--- src/sv/hrlp_pkg.sv ---
// Shared types, codes and byte helpers for the HTTP request line parser.
// No dependencies; used by http_request_line_parser_core.
`default_nettype none

package hrlp_pkg;

  // Default width of the name and query length counters.
  localparam int unsigned COUNT_WIDTH_DEF = 12;
  // Width and reset value of the name limit register.
  localparam int unsigned LIMIT_WIDTH = 12;
  localparam logic [LIMIT_WIDTH-1:0] LIMIT_RESET = 12'd1023;

  typedef enum logic [2:0] {
    PH_METHOD = 3'd0,
    PH_GAP    = 3'd1,
    PH_PATH   = 3'd2,
    PH_PROTO  = 3'd3,
    PH_DONE   = 3'd4
  } phase_e;

  typedef enum logic [1:0] {
    PD_NONE  = 2'd0,
    PD_PCT   = 2'd1,
    PD_DIGIT = 2'd2
  } pend_e;

  typedef enum logic [1:0] {
    SL_NONE = 2'd0,
    SL_OK   = 2'd1,
    SL_BAD  = 2'd2
  } slash_e;

  typedef enum logic [1:0] {
    K_NAME    = 2'd0,
    K_QUERY   = 2'd1,
    K_VERDICT = 2'd2
  } kind_e;

  typedef enum logic [2:0] {
    V_OK          = 3'd0,
    V_BAD_REQUEST = 3'd1,
    V_BAD_METHOD  = 3'd2,
    V_BAD_NAME    = 3'd3,
    V_BAD_QUERY   = 3'd4
  } verdict_e;

  typedef struct packed {
    logic [7:0] data_byte;
    logic       start_of_request;
  } req_t;

  typedef struct packed {
    logic [1:0] result_kind;
    logic [7:0] out_byte;
    logic [2:0] verdict;
    logic       last_of_run;
  } rsp_t;

  function automatic logic is_hex(input logic [7:0] b);
    return (b >= "0" && b <= "9") || (b >= "a" && b <= "f") || (b >= "A" && b <= "F");
  endfunction

  function automatic logic [3:0] hex_val(input logic [7:0] b);
    logic [7:0] v;
    v = 8'd0;
    if (b >= "0" && b <= "9") begin
      v = b - "0";
    end else if (b >= "a" && b <= "f") begin
      v = b - "a" + 8'd10;
    end else if (b >= "A" && b <= "F") begin
      v = b - "A" + 8'd10;
    end
    return v[3:0];
  endfunction

  // Expected upper-case method character at each match position.
  function automatic logic [7:0] get_char(input logic [1:0] pos);
    logic [7:0] c;
    unique case (pos)
      2'd0:    c = "G";
      2'd1:    c = "E";
      2'd2:    c = "T";
      default: c = 8'd0;
    endcase
    return c;
  endfunction

endpackage

`default_nettype wire

--- src/sv/http_request_line_parser_core.sv ---
// HTTP request line parser core: method check, path split and percent decoding.
// Depends on hrlp_pkg for the request and result types and the code enums.
//
// Usage: raw request bytes enter on the in channel (valid/ready), one request
// per byte; start_of_request set on a byte clears the parser before that byte
// is taken. Results leave on the out channel (valid/ready): decoded name bytes
// after the leading '/', raw query bytes, and one verdict when CR or LF ends
// the line. Bytes after the line end give nothing until the next start flag.
// Each request gives zero to three results; last_of_run marks its final one.
//
// Timing: a request is captured in an input register, then decoded into a
// three-entry result buffer that drains one result per cycle while the
// receiver is ready. A request's first result is valid once it has passed the
// input register and been decoded into the buffer. A request giving at most
// one result sustains one request per cycle while the receiver is ready; one
// that flushes a malformed escape gives two or three results, and the next
// request waits for the buffer to drain; the drain port is the limiting resource.
//
// Reset clears the parser to the method phase, empties both registers and sets
// name_limit to 1023. When the receiver stalls, the buffer holds its results
// and one more request may wait in the input register; in_ready_o then drops.
// The user must write name_limit through cfg_we_i only while the block is idle; the block does not enforce it.
`default_nettype none

module http_request_line_parser_core #(
  parameter int unsigned COUNT_WIDTH = hrlp_pkg::COUNT_WIDTH_DEF
) (
  input  wire logic                               clk_i,
  input  wire logic                               rst_ni,
  input  wire logic                               in_valid_i,
  output logic                                    in_ready_o,
  input  wire hrlp_pkg::req_t                     in_req_i,
  output logic                                    out_valid_o,
  input  wire logic                               out_ready_i,
  output hrlp_pkg::rsp_t                          out_rsp_o,
  input  wire logic                               cfg_we_i,
  input  wire logic [hrlp_pkg::LIMIT_WIDTH-1:0]   cfg_wdata_i
);

  // Compare width wide enough for both the counters and the limit.
  localparam int unsigned CmpWidth = (COUNT_WIDTH > hrlp_pkg::LIMIT_WIDTH) ?
                                     COUNT_WIDTH : hrlp_pkg::LIMIT_WIDTH;
  localparam logic [COUNT_WIDTH-1:0] CountMax = {COUNT_WIDTH{1'b1}};

  typedef struct packed {
    hrlp_pkg::phase_e    phase;
    logic [1:0]          mpos;
    logic                mmis;
    hrlp_pkg::pend_e     pend;
    logic [7:0]          held;
    hrlp_pkg::slash_e    slash;
    logic                in_query;
    logic [COUNT_WIDTH-1:0] ncnt;
    logic [COUNT_WIDTH-1:0] qcnt;
    logic                name_ended;
  } st_t;

  // Parser state together with the results produced so far for one request.
  typedef struct packed {
    st_t                    st;
    logic [1:0]             n;
    hrlp_pkg::rsp_t [2:0]   em;
  } work_t;

  localparam st_t StReset = '{
    phase:      hrlp_pkg::PH_METHOD,
    mpos:       2'd0,
    mmis:       1'b0,
    pend:       hrlp_pkg::PD_NONE,
    held:       8'd0,
    slash:      hrlp_pkg::SL_NONE,
    in_query:   1'b0,
    ncnt:       '0,
    qcnt:       '0,
    name_ended: 1'b0
  };

  function automatic logic method_ok(input st_t s);
    return !s.mmis && (s.mpos == 2'd3);
  endfunction

  function automatic logic [COUNT_WIDTH-1:0] sat_inc(input logic [COUNT_WIDTH-1:0] c);
    return (c != CountMax) ? c + 1'b1 : c;
  endfunction

  function automatic logic too_long(input logic [COUNT_WIDTH-1:0] c,
                                    input logic [hrlp_pkg::LIMIT_WIDTH-1:0] lim);
    logic [CmpWidth-1:0] cw;
    logic [CmpWidth-1:0] lw;
    cw = CmpWidth'(c);
    lw = CmpWidth'(lim);
    return (cw >= lw) || (c == CountMax);
  endfunction

  function automatic work_t push(input work_t w, input hrlp_pkg::kind_e k,
                                 input logic [7:0] b, input hrlp_pkg::verdict_e v);
    work_t r;
    r = w;
    if (r.n != 2'd3) begin
      r.em[r.n] = '{result_kind: k, out_byte: b, verdict: v, last_of_run: 1'b0};
      r.n = r.n + 2'd1;
    end
    return r;
  endfunction

  // One decoded name byte: the first one must be the leading slash, which is
  // swallowed; after a bad first byte nothing more is counted or emitted.
  function automatic work_t name_out(input work_t w, input logic [7:0] v);
    work_t r;
    r = w;
    if (r.st.slash == hrlp_pkg::SL_NONE) begin
      r.st.slash = (v == "/") ? hrlp_pkg::SL_OK : hrlp_pkg::SL_BAD;
    end else if (r.st.slash == hrlp_pkg::SL_OK) begin
      r.st.ncnt = sat_inc(r.st.ncnt);
      if (method_ok(r.st)) begin
        r = push(r, hrlp_pkg::K_NAME, v, hrlp_pkg::V_OK);
      end
    end
    return r;
  endfunction

  // A pending escape that did not complete is passed through as plain bytes.
  function automatic work_t flush(input work_t w);
    work_t r;
    r = w;
    if (r.st.pend == hrlp_pkg::PD_PCT) begin
      r = name_out(r, "%");
    end else if (r.st.pend == hrlp_pkg::PD_DIGIT) begin
      r = name_out(r, "%");
      r = name_out(r, r.st.held);
    end
    r.st.pend = hrlp_pkg::PD_NONE;
    return r;
  endfunction

  function automatic work_t path_byte(input work_t w, input logic [7:0] b);
    work_t r;
    logic  taken;
    r = w;
    taken = 1'b0;
    if (r.st.in_query) begin
      r.st.qcnt = sat_inc(r.st.qcnt);
      if (method_ok(r.st)) begin
        r = push(r, hrlp_pkg::K_QUERY, b, hrlp_pkg::V_OK);
      end
      taken = 1'b1;
    end else if (r.st.pend == hrlp_pkg::PD_PCT) begin
      if (hrlp_pkg::is_hex(b)) begin
        r.st.held = b;
        r.st.pend = hrlp_pkg::PD_DIGIT;
        taken = 1'b1;
      end else begin
        r = flush(r);
      end
    end else if (r.st.pend == hrlp_pkg::PD_DIGIT) begin
      if (hrlp_pkg::is_hex(b)) begin
        r = name_out(r, {hrlp_pkg::hex_val(r.st.held), hrlp_pkg::hex_val(b)});
        r.st.pend = hrlp_pkg::PD_NONE;
        taken = 1'b1;
      end else begin
        r = flush(r);
      end
    end
    // A byte that broke an escape is scanned again as an ordinary byte.
    if (!taken) begin
      if (b == "%") begin
        r.st.pend = hrlp_pkg::PD_PCT;
      end else if (b == "?") begin
        r.st.in_query = 1'b1;
        r.st.name_ended = 1'b1;
      end else begin
        r = name_out(r, b);
      end
    end
    return r;
  endfunction

  function automatic hrlp_pkg::verdict_e final_verdict(input st_t s,
      input logic [hrlp_pkg::LIMIT_WIDTH-1:0] lim);
    hrlp_pkg::verdict_e v;
    priority if (s.phase != hrlp_pkg::PH_PROTO) begin
      v = hrlp_pkg::V_BAD_REQUEST;
    end else if (!method_ok(s)) begin
      v = hrlp_pkg::V_BAD_METHOD;
    end else if (s.slash != hrlp_pkg::SL_OK || too_long(s.ncnt, lim)) begin
      v = hrlp_pkg::V_BAD_NAME;
    end else if (too_long(s.qcnt, lim)) begin
      v = hrlp_pkg::V_BAD_QUERY;
    end else begin
      v = hrlp_pkg::V_OK;
    end
    return v;
  endfunction

  // Registers.
  logic [hrlp_pkg::LIMIT_WIDTH-1:0] name_limit_q;
  st_t                              state_q, state_d;
  logic                             in_valid_q;
  hrlp_pkg::req_t                   req_q;
  hrlp_pkg::rsp_t [2:0]             res_q, res_d;
  logic [1:0]                       left_q;
  logic [1:0]                       left_d;
  logic [1:0]                       rd_q;

  logic  process;
  logic  drain;
  work_t w;
  logic  sep;
  logic  eol;
  logic [7:0] b;
  logic [7:0] up;

  assign drain       = out_valid_o && out_ready_i;
  // The buffered request is decoded once the result buffer is free by the
  // next edge: empty, or holding one result that is being taken now.
  assign process     = in_valid_q && ((left_q == 2'd0) || ((left_q == 2'd1) && out_ready_i));
  assign in_ready_o  = !in_valid_q || process;
  assign out_valid_o = (left_q != 2'd0);
  assign out_rsp_o   = res_q[rd_q];

  always_comb begin
    w     = '0;
    w.st  = state_q;
    b     = req_q.data_byte;
    up    = (b >= "a" && b <= "z") ? b - 8'd32 : b;
    sep   = (b == " ") || (b == "\t");
    eol   = (b == 8'h0a) || (b == 8'h0d);
    if (req_q.start_of_request) begin
      w.st = StReset;
    end
    if (w.st.phase != hrlp_pkg::PH_DONE) begin
      if (eol) begin
        if (w.st.phase == hrlp_pkg::PH_PATH && !w.st.name_ended) begin
          w = flush(w);
        end
        w = push(w, hrlp_pkg::K_VERDICT, 8'd0, final_verdict(w.st, name_limit_q));
        w.st.phase = hrlp_pkg::PH_DONE;
      end else begin
        unique case (w.st.phase)
          hrlp_pkg::PH_METHOD: begin
            if (sep) begin
              w.st.phase = hrlp_pkg::PH_GAP;
            end else if (w.st.mpos != 2'd3 && up == hrlp_pkg::get_char(w.st.mpos)) begin
              w.st.mpos = w.st.mpos + 2'd1;
            end else begin
              w.st.mmis = 1'b1;
            end
          end
          hrlp_pkg::PH_GAP: begin
            if (!sep) begin
              w.st.phase = hrlp_pkg::PH_PATH;
              w = path_byte(w, b);
            end
          end
          hrlp_pkg::PH_PATH: begin
            if (sep) begin
              if (!w.st.name_ended) begin
                w = flush(w);
              end
              w.st.name_ended = 1'b1;
              w.st.phase = hrlp_pkg::PH_PROTO;
            end else begin
              w = path_byte(w, b);
            end
          end
          default: begin
            // Protocol content is not checked.
          end
        endcase
      end
    end
    if (w.n != 2'd0) begin
      w.em[w.n - 2'd1].last_of_run = 1'b1;
    end
    state_d = w.st;
    res_d   = w.em;
    left_d  = w.n;
  end

  always_ff @(posedge clk_i or negedge rst_ni) begin
    if (!rst_ni) begin
      name_limit_q <= hrlp_pkg::LIMIT_RESET;
      state_q      <= StReset;
      in_valid_q   <= 1'b0;
      left_q       <= 2'd0;
      rd_q         <= 2'd0;
    end else begin
      if (cfg_we_i) begin
        name_limit_q <= cfg_wdata_i;
      end
      if (in_valid_i && in_ready_o) begin
        in_valid_q <= 1'b1;
      end else if (process) begin
        in_valid_q <= 1'b0;
      end
      if (process) begin
        state_q <= state_d;
        left_q  <= left_d;
        rd_q    <= 2'd0;
      end else if (drain) begin
        left_q <= left_q - 2'd1;
        rd_q   <= rd_q + 2'd1;
      end
    end
  end

  // Payload registers carry no reset.
  always_ff @(posedge clk_i) begin
    if (in_valid_i && in_ready_o) begin
      req_q <= in_req_i;
    end
    if (process) begin
      res_q <= res_d;
    end
  end

endmodule

`default_nettype wire

--- config.mk ---
export PLATFORM = sky130hd
export DESIGN_NAME = http_request_line_parser_core
export DESIGN_NICKNAME = d
export VERILOG_FILES = /design/src/sv/hrlp_pkg.sv /design/src/sv/http_request_line_parser_core.sv
export SDC_FILE = /design/constraint.sdc
export NUM_CORES = 1
export LEC_CHECK = 0
export ABC_CLOCK_PERIOD_IN_PS = 11100
export BUFFER_PORTS_ARGS = -buffer_cell sky130_fd_sc_hd__buf_2
export CORE_MARGIN = 3
export CORE_UTILIZATION = 35
export DETAILED_ROUTE_END_ITERATION = 10
export PLACE_DENSITY = 0.5
export SLEW_MARGIN = 10
export SYNTH_ARGS = -nofsm -noshare
export SYNTH_HDL_FRONTEND = slang
export SYNTH_SLANG_ARGS = --single-unit
export TNS_END_PERCENT = 10
--- constraint.sdc ---
create_clock -name clk_i -period 11.1 [get_ports clk_i]
set_input_delay 0.555 -clock clk_i [delete_from_list [all_inputs] [get_ports clk_i]]
set_output_delay 0.555 -clock clk_i [all_outputs]
set_load 0.02 [all_outputs]
After elaboration in Yosys (flattened, before gate mapping)
Cells that the tools add are included.
Word-level totals
  bits in registers: 112
  output and inout bits: 16
  logic and storage cells: 504
Operators by class
  add/subtract/negate cells: 30
  order comparisons: 32
  equal/unequal tests: 57
  multiplexer cells: 295
  reductions and logical operators: 62
Operator list (number)
  88-bit two-way mux: 25
  70-bit two-way mux: 28
  69-bit two-way mux: 24
  44-bit two-way mux: 16
  43-bit two-way mux: 8
  42-bit bitwise mux: 8
  16-bit two-way mux: 21
  72-bit two-way mux: 4
  85-bit two-way mux: 3
  14-bit demux with 2-bit select: 8
  82-bit two-way mux: 2
  82-bit one-hot mux with 2 select lines: 1
  14-bit two-way mux: 8
  2-bit two-way mux: 56
  4-bit two-way mux: 28
  12-bit by 1-bit adder with 12-bit output (second input constant): 8
  12-bit two-way mux: 8
  12-bit != test (second input constant): 8
  13-bit two-way mux: 7
  8-bit by 6-bit equality test with 1-bit output (second input constant): 10
  24-bit two-way mux: 2
  42-bit two-way mux: 1
  8-bit by 7-bit less-or-equal comparator with 1-bit output (second input constant): 5
  8-bit two-way mux: 5
  34 further kinds: 182

Longest topological paths before layout
Gate-level depths: netlist of the first run.
  word-level depth: 54
  gate-level depth with buffers: 34

Worst setup path before layout of the first run
No wires, ideal clock.
  kind: register -> register
  from: reg req_q[0] (netlist name)
  to: reg res_q[2] (netlist name), data pin
  setup time: 0.261 ns
  arrival: 5.984 ns
  required time: 10.839 ns
  path slack: 4.855 ns
  cell stages (with the launch flop): 35
  buffers on the path: 4
  cells stage by stage: edfxtp_1 -> buf_6 -> buf_6 -> clkbuf_1 -> nor2b_1 -> clkbuf_1 -> ha_1 -> and4_1 -> nand4_1 -> nand2_1 -> mux2i_1 -> inv_1 -> ha_1 -> inv_1 -> a2111o_1 -> a211oi_4 -> nand4_4 -> xnor2_1 -> a31oi_1 -> nor2_1 -> xor2_1 -> inv_1 -> ha_1 -> nand2b_1 -> a21o_1 -> a21o_1 -> a21o_1 -> a21o_1 -> a21o_1 -> a21o_1 -> a21oi_1 -> o21ai_0 -> a31oi_1 -> o31a_1 -> a21oi_1
Between the ends
  longest elaborated chain between the ends: 45
Ends and longest elaborated chain
  from (decl): line http_request_line_parser_core.sv:199  | hrlp_pkg::req_t req_q;
  from (signal assigned): line http_request_line_parser_core.sv:310  | req_q <= in_req_i;
  44-bit two-way mux (*): line http_request_line_parser_core.sv:228  | if (req_q.start_of_request) begin
  2-bit equality test / 1-bit zero test (equally long branches): line http_request_line_parser_core.sv:79  | return !s.mmis && (s.mpos == 2'd3);
  1-bit logical AND: line http_request_line_parser_core.sv:79
  43-bit two-way mux: line http_request_line_parser_core.sv:115  | if (method_ok(r.st)) begin
  69-bit two-way mux: line http_request_line_parser_core.sv:113  | end else if (r.st.slash == hrlp_pkg::SL_OK) begin
  69-bit two-way mux: line http_request_line_parser_core.sv:111  | if (r.st.slash == hrlp_pkg::SL_NONE) begin
  70-bit two-way mux: line http_request_line_parser_core.sv:148, http_request_line_parser_core.sv:156
  70-bit two-way mux: line http_request_line_parser_core.sv:155  | end else if (r.st.pend == hrlp_pkg::PD_DIGIT) begin
  [29 not listed]
  72-bit two-way mux: line http_request_line_parser_core.sv:166  | if (b == "%") begin
  82-bit two-way mux: line http_request_line_parser_core.sv:165  | if (!taken) begin
  88-bit two-way mux, on equally long branches: line http_request_line_parser_core.sv:256, http_request_line_parser_core.sv:250
  82-bit one-hot mux with 2 select lines: line http_request_line_parser_core.sv:239  | unique case (w.st.phase)
  88-bit two-way mux: line http_request_line_parser_core.sv:232  | if (eol) begin
  88-bit two-way mux (*): line http_request_line_parser_core.sv:231  | if (w.st.phase != hrlp_pkg::PH_DONE) begin
  branches (longest 1 deep; another with 2-bit by 1-bit subtractor with 2-bit output)
  42-bit two-way mux (*): line http_request_line_parser_core.sv:272  | if (w.n != 2'd0) begin
  to (signal assigned): line http_request_line_parser_core.sv:313  | res_q <= res_d;
  to (decl): line http_request_line_parser_core.sv:200  | hrlp_pkg::rsp_t [2:0] res_q, res_d;
Every way passes the cells marked *. The select of a mux whose other input is x is not followed.
A chain may end at the register's enable or synchronous reset.

Worst setup path in the final report of the first run
Same ends and word-level chain as after synthesis.

==> results of run 1 <==
==> area by class of cell <==
type	count	area, um^2
timing repair buffer	65	385
multi-input combinational	1018	6520
clock buffer	9	225
clock inverter	7	96.3
tap	378	473
inverter	44	165
sequential	110	3010
fill	2946	17100
==> worst reg2reg max path: cells and delay by family (launching register included) <==
family | cells | cell delay (ps)
multiplexers | 1 | 170
AO/OA/AOI/OAI | 14 | 2570
adder cells (fa/ha/maj) | 3 | 890
buffers and inverters | 4 | 550
flip-flops | 1 | 400
XOR/XNOR | 2 | 560
AND/OR/NAND/NOR | 7 | 1730
==> worst max path at each step <==
stage | to | slack [ps]
floorplan | res_q[2] | 4860
global placement | res_q[2] | 4190
detailed placement | res_q[2] | 4120
CTS | res_q[2] | 4090
global route | res_q[2] | 3460
finish | res_q[2] | 3990
==> sequential cells by signal, indices dropped and copies added, names as in the netlist <==
name / count
b: 8
in_valid_q: 1
left_q: 2
name_limit_q: 12
rd_q: 2
req_q: 1
res_q: 40
state_q: 44
==> cell families (layout without fill, tap and decap cells) <==
logic type / count (synthesis) / after routing / share of synthesized area, %
and+or+nand+nor: 500 / 500 / 25.9
AOI/OAI and AO/OA: 411 / 411 / 27.7
buffers and inverters: 123 / 125 / 5.10
DFF: 110 / 110 / 30.1
adders and majority gates: 46 / 46 / 5.75
muxes: 30 / 30 / 3.05
xor gates and xnor gates: 27 / 27 / 2.36
other: 1 / 4 / 0.0375
==> through the flow <==
stage / std cells / total power [mW]
after global routing: 1631 / 1.75
final: 1631 / 1.65
after detailed placement: 1615 / 1.29
after global placement: 1615 / 1.29
after CTS: 1631 / 1.66
after floorplan: 1251 / 1.07
==> power breakdown <==
group | switching [mW] | internal [mW] | total [mW]
logic | 0.445 | 0.200 | 0.645
registers | 0.0991 | 0.542 | 0.641
clock network | 0.199 | 0.168 | 0.367
==> routing by layer <==
layer / track usage (%) / vias to the layer above
met5: 0 / -
met4: 8.64 / 0
met3: 3.32 / 75
met2: 38.4 / 445
met1: 34.2 / 4931
li1: - / 4680
==> cells in the final DEF, fill, tap and decap left out, drive strengths merged, types with 10 or more instances in the layout <==
master / n
a211oi: 16
a21o: 17
a21oi: 86
a221oi: 10
a22o: 20
a22oi: 15
a311oi: 10
a31oi: 25
and2: 19
and3: 10
buf: 65
dfrtp: 51
dfstp: 10
edfxtp: 49
ha: 46
inv: 49
mux2i: 26
nand2: 150
nand2b: 20
nand3: 39
nand4: 21
nor2: 105
nor2b: 29
nor3: 36
nor4: 17
o211ai: 10
o21ai: 112
xnor2: 16
xor2: 11
==> flow_metrics.tcl, run 1 <==
set metrics [dict create \
    crit_required_ps 11230 \
    post-place-ws_ps 4120 \
    hold_viol 0 \
    antenna_found_initial 0 \
    postCtsSetupRepairBufs 0 \
    viasPerCell 6.21 \
    hold_ws_ps 350 \
    drive_gt1_share_pct 10.9 \
    cts_buffers 9 \
    std_cell_rows 61 \
    io_buffers 41 \
    ir_worst_vdd_mv 0.0784 \
    io_pins 42 \
    crit_path_end_kind "register" \
    r2r_start "req_q[0]" \
    syn_to_final_growth_pct 8.64 \
    worstHoldStart "in_req_i[4]" \
    path_max_fanout 44 \
    post_cts_resized 0 \
    yosysMostFrequentCell "nand2_1" \
    netlist.area_leader.share_pct 14.7 \
    die_w_um 175 \
    cts_tree "yes" \
    postCtsHoldBufs 0 \
    ff2ff_path_depth 31 \
    status "finished, final reports clean" \
    worstHoldPathCells 1 \
    max_slew_margin_pct 17.2 \
    dr_total_vias 10100 \
    r2r-end "res_q[2]" \
    whs_endpoint "b[3]" \
    initial_utilization_pct 35.7 \
    overflow 0 \
    skew_ps 18.7 \
    max_stage_delay_ps 520 \
    wl_met3_um 2640 \
    synth.area.top_cells "edfxtp_1 15%, dfrtp_1 13%, ha_1 5.7%" \
    drt_iter0_drc 1123 \
    place.gp.congestion 0.978 \
    cts.reportedPaths.clkPinSlew_ps 100 \
    maxClockFrequency_mhz 141 \
    nets 1320 \
    finalCriticalPeriod_ps 7110 \
    antenna_cells 0 \
    yosysTopAreaCell "edfxtp_1" \
    crit_path_frequent_cell "a21o_1" \
    cp.depth 31 \
    ys_ff_latch 110 \
    die_area_mm2 0.0307 \
    synth.top_cells.by_count "150 x nand2_1, 105 x nor2_1, 104 x o21ai_0" \
    start_kind "register" \
    drt_pass1_iterations 6 \
    htree_levels 3 \
    cp.arrival_ps 7240 \
    dp_hpwl_um 27700 \
    wl_met1_um 16900 \
    p_leak_nw 4.14 \
    ys_async_sr_fraction_pct 55.5 \
    syn-cell-area_mm2 0.0100 \
    routed_wl_um 38000 \
    syn_inst 1248 \
    drv_slew 0 \
    startpoint "req_q[0]" \
    ant_nets 0 \
    rsz0062_at_grt "no" \
    core_mm2 0.0280 \
    grt_max_degree 62 \
    cp_top_family "compound AO/OA/AOI/OAI gates" \
    grt_use_total_pct 24.4 \
    hp-class "in2reg" \
    rrSetupSlack_ps 3990 \
    wl_met2_um 17200 \
    yosysWarnings 0 \
    setup_viol 0 \
    drc 0 \
    cap_viol_max_count 0 \
    root_buffer "clkbuf_16" \
    dieHeight_um 175 \
    fin_ws_ps 3990 \
    cts.sinks 110 \
    synth-edff-count 49 \
    crit_buf_inv 4 \
    worst_slew_pin_slew_ps 1240 \
    clockBufferDepth 2 \
    fin_area_mm2 0.0109 \
    worstSetupPathType "reg2reg" \
    power-per-cell-area_mw_per_mm2 152 \
    postLayoutCoreUtil_pct 38.8 \
    syn_area_per_cell_um2 8.02 \
    setup_tns_ps 0 \
    grt_pass1_vias 9624 \
    crit_slowest_cell "nor2b_1" \
    clk_latency_ps 380 \
    place_area_mm2 0.0106 \
    ys_seq_area_share_pct 30.1 \
    grt_pass1_wl_um 58600 \
    post-route-period-util_pct 64.1 \
    wire_per_inst_um 23.3 \
    yosysUniqueCellTypes 100 \
    synth_ff_type "dfrtp_1" \
    top_layer "met4" \
]
Power figures use the tool's default switching activity.
==> run 2, diff against run 1 <==
--- a/config.mk
+++ b/config.mk
@@ -5,7 +5,8 @@
 export SDC_FILE = /design/constraint.sdc
 export NUM_CORES = 1
 export LEC_CHECK = 0
-export ABC_CLOCK_PERIOD_IN_PS = 11100
+export ABC_AREA = 1
+export ABC_CLOCK_PERIOD_IN_PS = 7350
 export BUFFER_PORTS_ARGS = -buffer_cell sky130_fd_sc_hd__buf_2
 export CORE_MARGIN = 3
 export CORE_UTILIZATION = 35
==> constraint.sdc (replaced) <==
create_clock -name clk_i -period 7.35 [get_ports clk_i]
set_input_delay 0.3675 -clock clk_i [delete_from_list [all_inputs] [get_ports clk_i]]
set_output_delay 0.3675 -clock clk_i [all_outputs]
set_load 0.02 [all_outputs]
==> run 2 against run 1 <==
Compared with the run above: wire length is 0.94% lower; highest routed layer unchanged; fmax is 21% higher; global-route usage is 0.30 points lower; sequential power is 67% higher; largest cell class unchanged; critical path depth is 5 higher; via count is 8.7% higher; power is 130% higher; clock skew is 9.0 ps lower; largest power group unchanged; clock-buffer cell count stayed put.
==> flow_metrics.tcl, run 2 <==
set metrics [dict create \
    path_max_fanout 16 \
    dr_total_vias 11000 \
    syn_to_final_growth_pct 8.46 \
    ant_nets 0 \
    crit_path_end_kind "register" \
    synth-compound-area-share_pct 17.5 \
    cap_viol_max_count 0 \
    antenna_found_initial 0 \
    hold_ws_ps 168 \
    p_leak_nw 5.21 \
    synth-edff-count 49 \
    yosysTopAreaCell "nand2_1" \
    synth.top_cells.by_count "453 x nand2_1, 196 x inv_1, 171 x nor2_1" \
    nets 1719 \
    worstHoldStart "in_req_i[3]" \
    yosysMostFrequentCell "nand2_1" \
    hold_viol 0 \
    ys_ff_latch 110 \
    rsz0062_at_grt "no" \
    worst_slew_pin_slew_ps 1160 \
    grt_max_degree 62 \
    clkPwrFrac_pct 13.1 \
    htree_levels 3 \
    place.gp.congestion 0.941 \
    r2r_start "req_q[0]" \
    max_slew_margin_pct 22.6 \
    swShare_pct 54.1 \
    grt_pass1_wl_um 59700 \
    post-route-period-util_pct 80.1 \
    core_mm2 0.0292 \
    cts.reportedPaths.clkPinSlew_ps 80 \
    worstSetupPathType "reg2reg" \
    io_pins 42 \
    syn_inst 1630 \
    routed_wl_um 37700 \
    postCtsSetupRepairBufs 0 \
    postCtsHoldBufs 0 \
    setup_tns_ps 0 \
    maxClockFrequency_mhz 170 \
    drc 0 \
    ff2ff_path_depth 36 \
    pwr-share-seq_pct 27.8 \
    dp_hpwl_um 28100 \
    cts_tree "yes" \
    cts_buffers 9 \
    wire_per_inst_um 18.5 \
    drt_pass1_iterations 5 \
    netSwitchingPower_mw 2.09 \
    synth_xor_area_share_pct 1.17 \
    cp.arrival_ps 6020 \
    max_stage_delay_ps 690 \
    synth_ff_type "dfrtp_1" \
    muxShareOfSynthArea_pct 0.107 \
    whs_endpoint "b[2]" \
    grt_use_total_pct 24.1 \
    std_cell_rows 62 \
    crit_buf_inv 4 \
    syn_area_per_cell_um2 6.45 \
    initial_utilization_pct 36.0 \
    power-per-cell-area_mw_per_mm2 339 \
    post_cts_resized 0 \
    largest_register "state_q" \
    worstHoldPathCells 1 \
    rrSetupSlack_ps 1460 \
    ir_worst_vdd_mv 0.141 \
    final_cell_mix "453 x nand2_1, 196 x inv_1, 169 x nor2_1" \
    synth-simple-area-share_pct 36.7 \
    largest_register_ffs 44 \
    die_area_mm2 0.0321 \
    yosysWarnings 0 \
    skew_ps 9.73 \
    netlist.area_leader.share_pct 16.2 \
    viasPerCell 5.41 \
    overflow 0 \
    finalCriticalPeriod_ps 5890 \
    io_buffers 41 \
    drv_slew 0 \
    drive_gt1_share_pct 10.6 \
    power_frac_comb_pct 59.1 \
    grt_pass1_vias 10400 \
    dieHeight_um 179 \
    mostFrequentLayoutCell "nand2_1" \
    crit_slowest_cell "edfxtp_1" \
    p_int_mw 1.78 \
    crit_path_frequent_cell "nand2_1" \
    largestRegisters "state_q x44, res_q x40, name_limit_q x12" \
    start_kind "register" \
    ys_seq_area_share_pct 28.6 \
    die_w_um 179 \
    crit_required_ps 7480 \
    root_buffer "clkbuf_16" \
    setup_viol 0 \
    status "finished, final reports clean" \
    yosysUniqueCellTypes 58 \
    clockBufferDepth 2 \
    synth_top_family_by_area "simple AND/OR/NAND/NOR gates" \
    clk_latency_ps 370 \
    antenna_cells 0 \
    synth_adder_area_share_pct 5.48 \
    r2r-end "res_q[2]" \
    ys_async_sr_fraction_pct 55.5 \
    drt_iter0_drc 1085 \
    syn-cell-area_mm2 0.0105 \
    hp-class "in2reg" \
    cp_top_family "simple AND/OR/NAND/NOR gates" \
    cts.sinks 110 \
    synth.area.top_cells "nand2_1 16%, edfxtp_1 14%, dfrtp_1 12%" \
]
## run 2: cell types whose count changed after synthesis, sizes merged, moves of 16 or more
cell | previous run | this run
a22o | 20 | 0
and2 | 19 | 1
nor2b | 29 | 0
nand2 | 150 | 477
a21oi | 86 | 52
clkbuf | 61 | 36
o21ai | 112 | 164
nor2 | 105 | 197
mux2i | 26 | 0
a21o | 17 | 1
inv | 43 | 215
a31oi | 25 | 6
nand2b | 20 | 0
nand3 | 39 | 134
## run 2: cells by family (layout without fill, tap and decap cells)
group	Yosys count	in the layout
compound gates	312	312
xor+xnor	14	14
flops	110	110
simple gates	869	869
other cells	1	4
buf+inv	277	296
mux	1	1
fa+ha+maj	46	46
## run 2: area by class of cell
type / count / area (um^2)
Multi-Input combinational cell: 1246 / 6440
Inverter: 219 / 827
Timing Repair Buffer: 61 / 355
Clock inverter: 7 / 63.8
Fill cell: 3185 / 17800
Tap cell: 384 / 480
Clock buffer: 9 / 225
Sequential cell: 110 / 3010
## run 2: metrics by stage
step / utilization (%) / std cells / total power, mW / instance area [um^2] / setup WS [ps]
after global routing: 39.1 / 2036 / 4.21 / 11400 / 937
final: 39.1 / 2036 / 3.87 / 11400 / 1460
after global placement: 38.1 / 2020 / 3.33 / 11100 / 1640
after detailed placement: 38.1 / 2020 / 3.33 / 11100 / 1520
after CTS: 39.1 / 2036 / 3.85 / 11400 / 1510
after floorplan: - / 1633 / 2.59 / 10500 / 2370
## run 2: power by group through the flow
stage / Clock [mW] / Sequential, mW / Combinational [mW]
6_report: 0.508 / 1.07 / 2.29
5_1_grt: 0.548 / 1.10 / 2.56
4_1_cts: 0.525 / 1.07 / 2.26
3_5_place_dp: 0 / 1.08 / 2.25
3_3_place_gp: 0 / 1.08 / 2.25
2_1_floorplan: 0 / 0.982 / 1.61
## run 2: worst register-to-register path: cells and delay by family (launching register included)
family | cells | cell delay, ps
AO/OA/AOI/OAI | 9 | 1430
adder cells (fa/ha/maj) | 3 | 730
buffers and inverters | 4 | 250
flip-flops | 1 | 690
AND/OR/NAND/NOR | 20 | 2560
## run 2: per-layer routing
layer	wire length, um	part of all wire, %	vias to the layer above	GRT usage (%)
met5	0	0	-	0
met3	2810	7.4	58	4.83
li1	-	-	5441	-
met2	16100	43	409	36.8
met1	18000	48	5103	34.7
met4	692	1.8	0	6.09
## run 2: how the worst max path moves through the flow
stage / from / endpoint / slack, ps / depth (start not counted)
after floorplan: req_q[0] / res_q[2] / 2370 / 37
after global placement: req_q[0] / res_q[2] / 1640 / 36
after detailed placement: req_q[0] / res_q[2] / 1520 / 31
after CTS: req_q[0] / res_q[2] / 1510 / 31
after global routing: req_q[0] / res_q[3] / 940 / 35
final: req_q[0] / res_q[2] / 1460 / 36
==> run 3, diff against run 2 <==
--- a/config.mk
+++ b/config.mk
@@ -6,7 +6,7 @@
 export NUM_CORES = 1
 export LEC_CHECK = 0
 export ABC_AREA = 1
-export ABC_CLOCK_PERIOD_IN_PS = 7350
+export ABC_CLOCK_PERIOD_IN_PS = 6100
 export BUFFER_PORTS_ARGS = -buffer_cell sky130_fd_sc_hd__buf_2
 export CORE_MARGIN = 3
 export CORE_UTILIZATION = 35
==> constraint.sdc (replaced) <==
create_clock -name clk_i -period 6.1 [get_ports clk_i]
set_input_delay 0.305 -clock clk_i [delete_from_list [all_inputs] [get_ports clk_i]]
set_output_delay 0.305 -clock clk_i [all_outputs]
set_load 0.02 [all_outputs]
==> run 3 against run 2 <==
Compared with the run above: utilization up 0.15 points; worst setup slack worse by 910 ps; combinational power is 21% higher; wire length is 0.50% lower; clock power rose by 23%; sequential power grew 21%; non-clock buffer count rose by 4; final area up 0.38%; first-iteration DRC count grew 7.5%.
==> flow_metrics.tcl, run 3 (same netlist as run 2, synthesis figures left out) <==
set metrics [dict create \
    status "finished, final reports clean" \
    setup_tns_ps 0 \
    hold_viol 0 \
    crit_slowest_cell "edfxtp_1" \
    antenna_cells 0 \
    drc 0 \
    cts_tree "yes" \
    worstSetupPathType "reg2reg" \
    cp.arrival_ps 5660 \
    nets 1723 \
    post-place-ws_ps 633 \
    ir_worst_vdd_mv 0.161 \
    io_pins 42 \
    max_stage_delay_ps 570 \
    drt_iter0_drc 1166 \
    postCtsSetupRepairBufs 0 \
    setup_viol 0 \
    p_leak_nw 5.23 \
    grt_max_degree 64 \
    largest_register "state_q" \
    drv_slew 0 \
    post-route-period-util_pct 91.0 \
    std_cell_rows 62 \
    rsz0062_at_grt "no" \
    core_mm2 0.0292 \
    max_slew_margin_pct 36.9 \
    io_buffers 41 \
    start_kind "register" \
    cap_viol_max_count 0 \
    ff2ff_path_depth 36 \
    mostFrequentLayoutCell "nand2_1" \
    final_cell_mix "453 x nand2_1, 196 x inv_1, 169 x nor2_1" \
    htree_levels 3 \
    syn_to_final_growth_pct 8.88 \
    overflow 0 \
    r2r_start "req_q[0]" \
    wire_per_inst_um 18.4 \
    power-per-cell-area_mw_per_mm2 409 \
    ant_nets 0 \
    r2r-end "res_q[2]" \
    clockBufferDepth 2 \
    crit_path_end_kind "register" \
    grt_pass1_wl_um 58900 \
    cts_buffers 9 \
    dr_total_vias 11100 \
    largestRegisters "state_q x44, res_q x40, name_limit_q x12" \
    grt_pass1_vias 10100 \
    maxClockFrequency_mhz 180 \
    largest_register_ffs 44 \
    drt_pass1_iterations 6 \
    die_w_um 179 \
    viasPerCell 5.42 \
    skew_ps 20.2 \
    cts.sinks 110 \
    path_max_fanout 9 \
    place.gp.congestion 0.914 \
    rrSetupSlack_ps 550 \
    antenna_found_initial 0 \
    post_cts_resized 0 \
    worst_slew_pin_slew_ps 942 \
    dieHeight_um 179 \
    finalCriticalPeriod_ps 5550 \
    initial_utilization_pct 36.0 \
    die_area_mm2 0.0321 \
    root_buffer "clkbuf_16" \
    fillers 3218 \
    dp_hpwl_um 28500 \
    clk_latency_ps 370 \
    crit_path_frequent_cell "nand2_1" \
    grt_use_total_pct 23.6 \
    crit_required_ps 6210 \
    routed_wl_um 37500 \
    cts.reportedPaths.clkPinSlew_ps 100 \
    fin_ws_ps 552 \
    postCtsHoldBufs 0 \
    hp-class "in2async" \
    drive_gt1_share_pct 11.0 \
]
[run 3: changes by cell type in the layout (fill, tap and decap cells not counted), sizes merged]
cell and delta:
buf +4, clkinvlp +1, clkinv -3, inv +3, bufinv -1
[run 3: power breakdown]
group,switching [mW],internal [mW]
sequential,0.247,1.05
clock,0.333,0.293
combinational,1.98,0.780
total,2.56,2.12
[run 3: cell type report]
cell class                      instances  area (um^2)  area share, %
Tap cell                              384          480           4.20
Clock inverter                          7         77.6          0.678
Clock buffer                            9          225           1.97
Inverter                              219          827           7.23
Timing Repair Buffer                   65          385           3.37
Sequential cell                       110         3010           26.3
Multi-Input combinational cell       1246         6440           56.3
[run 3: worst max-delay path by stage]
stage / startpoint / end / slack, ps / depth (start not counted)
6_report: req_q[0] / res_q[2] / 550 / 36
4_1_cts: req_q[0] / res_q[2] / 600 / 36
5_1_grt: req_q[0] / res_q[2] / 5 / 36
2_1_floorplan: req_q[0] / res_q[2] / 1120 / 37
3_3_place_gp: req_q[0] / res_q[2] / 720 / 36
3_5_place_dp: req_q[0] / res_q[2] / 630 / 36
[run 3: metrics by stage]
step	power (mW)	std cells	utilization (%)	hold slack [ps]	cell area, um^2
after global placement	4.02	2024	38.2	481	11100
after floorplan	3.12	1633	-	9.41	10500
final	4.68	2040	39.2	107	11400
after CTS	4.66	2040	39.2	98.3	11400
after detailed placement	4.02	2024	38.2	483	11100
after global routing	5.11	2040	39.2	96.0	11400
[run 3: critical path, delay by kind of cell, from the launching register on]
family | cells | cell delay [ps]
buf+inv | 4 | 270
simple gates | 20 | 2280
compound gates | 9 | 1440
flops | 1 | 570
fa+ha+maj | 3 | 710
[run 3: per-layer routing]
layer	wire length, um	vias up	GRT usage, %
met1	17700	5099	34.8
met2	15800	465	35.6
met5	0	-	0
li1	-	5440	-
met3	3340	47	5.04
met4	620	0	4.64
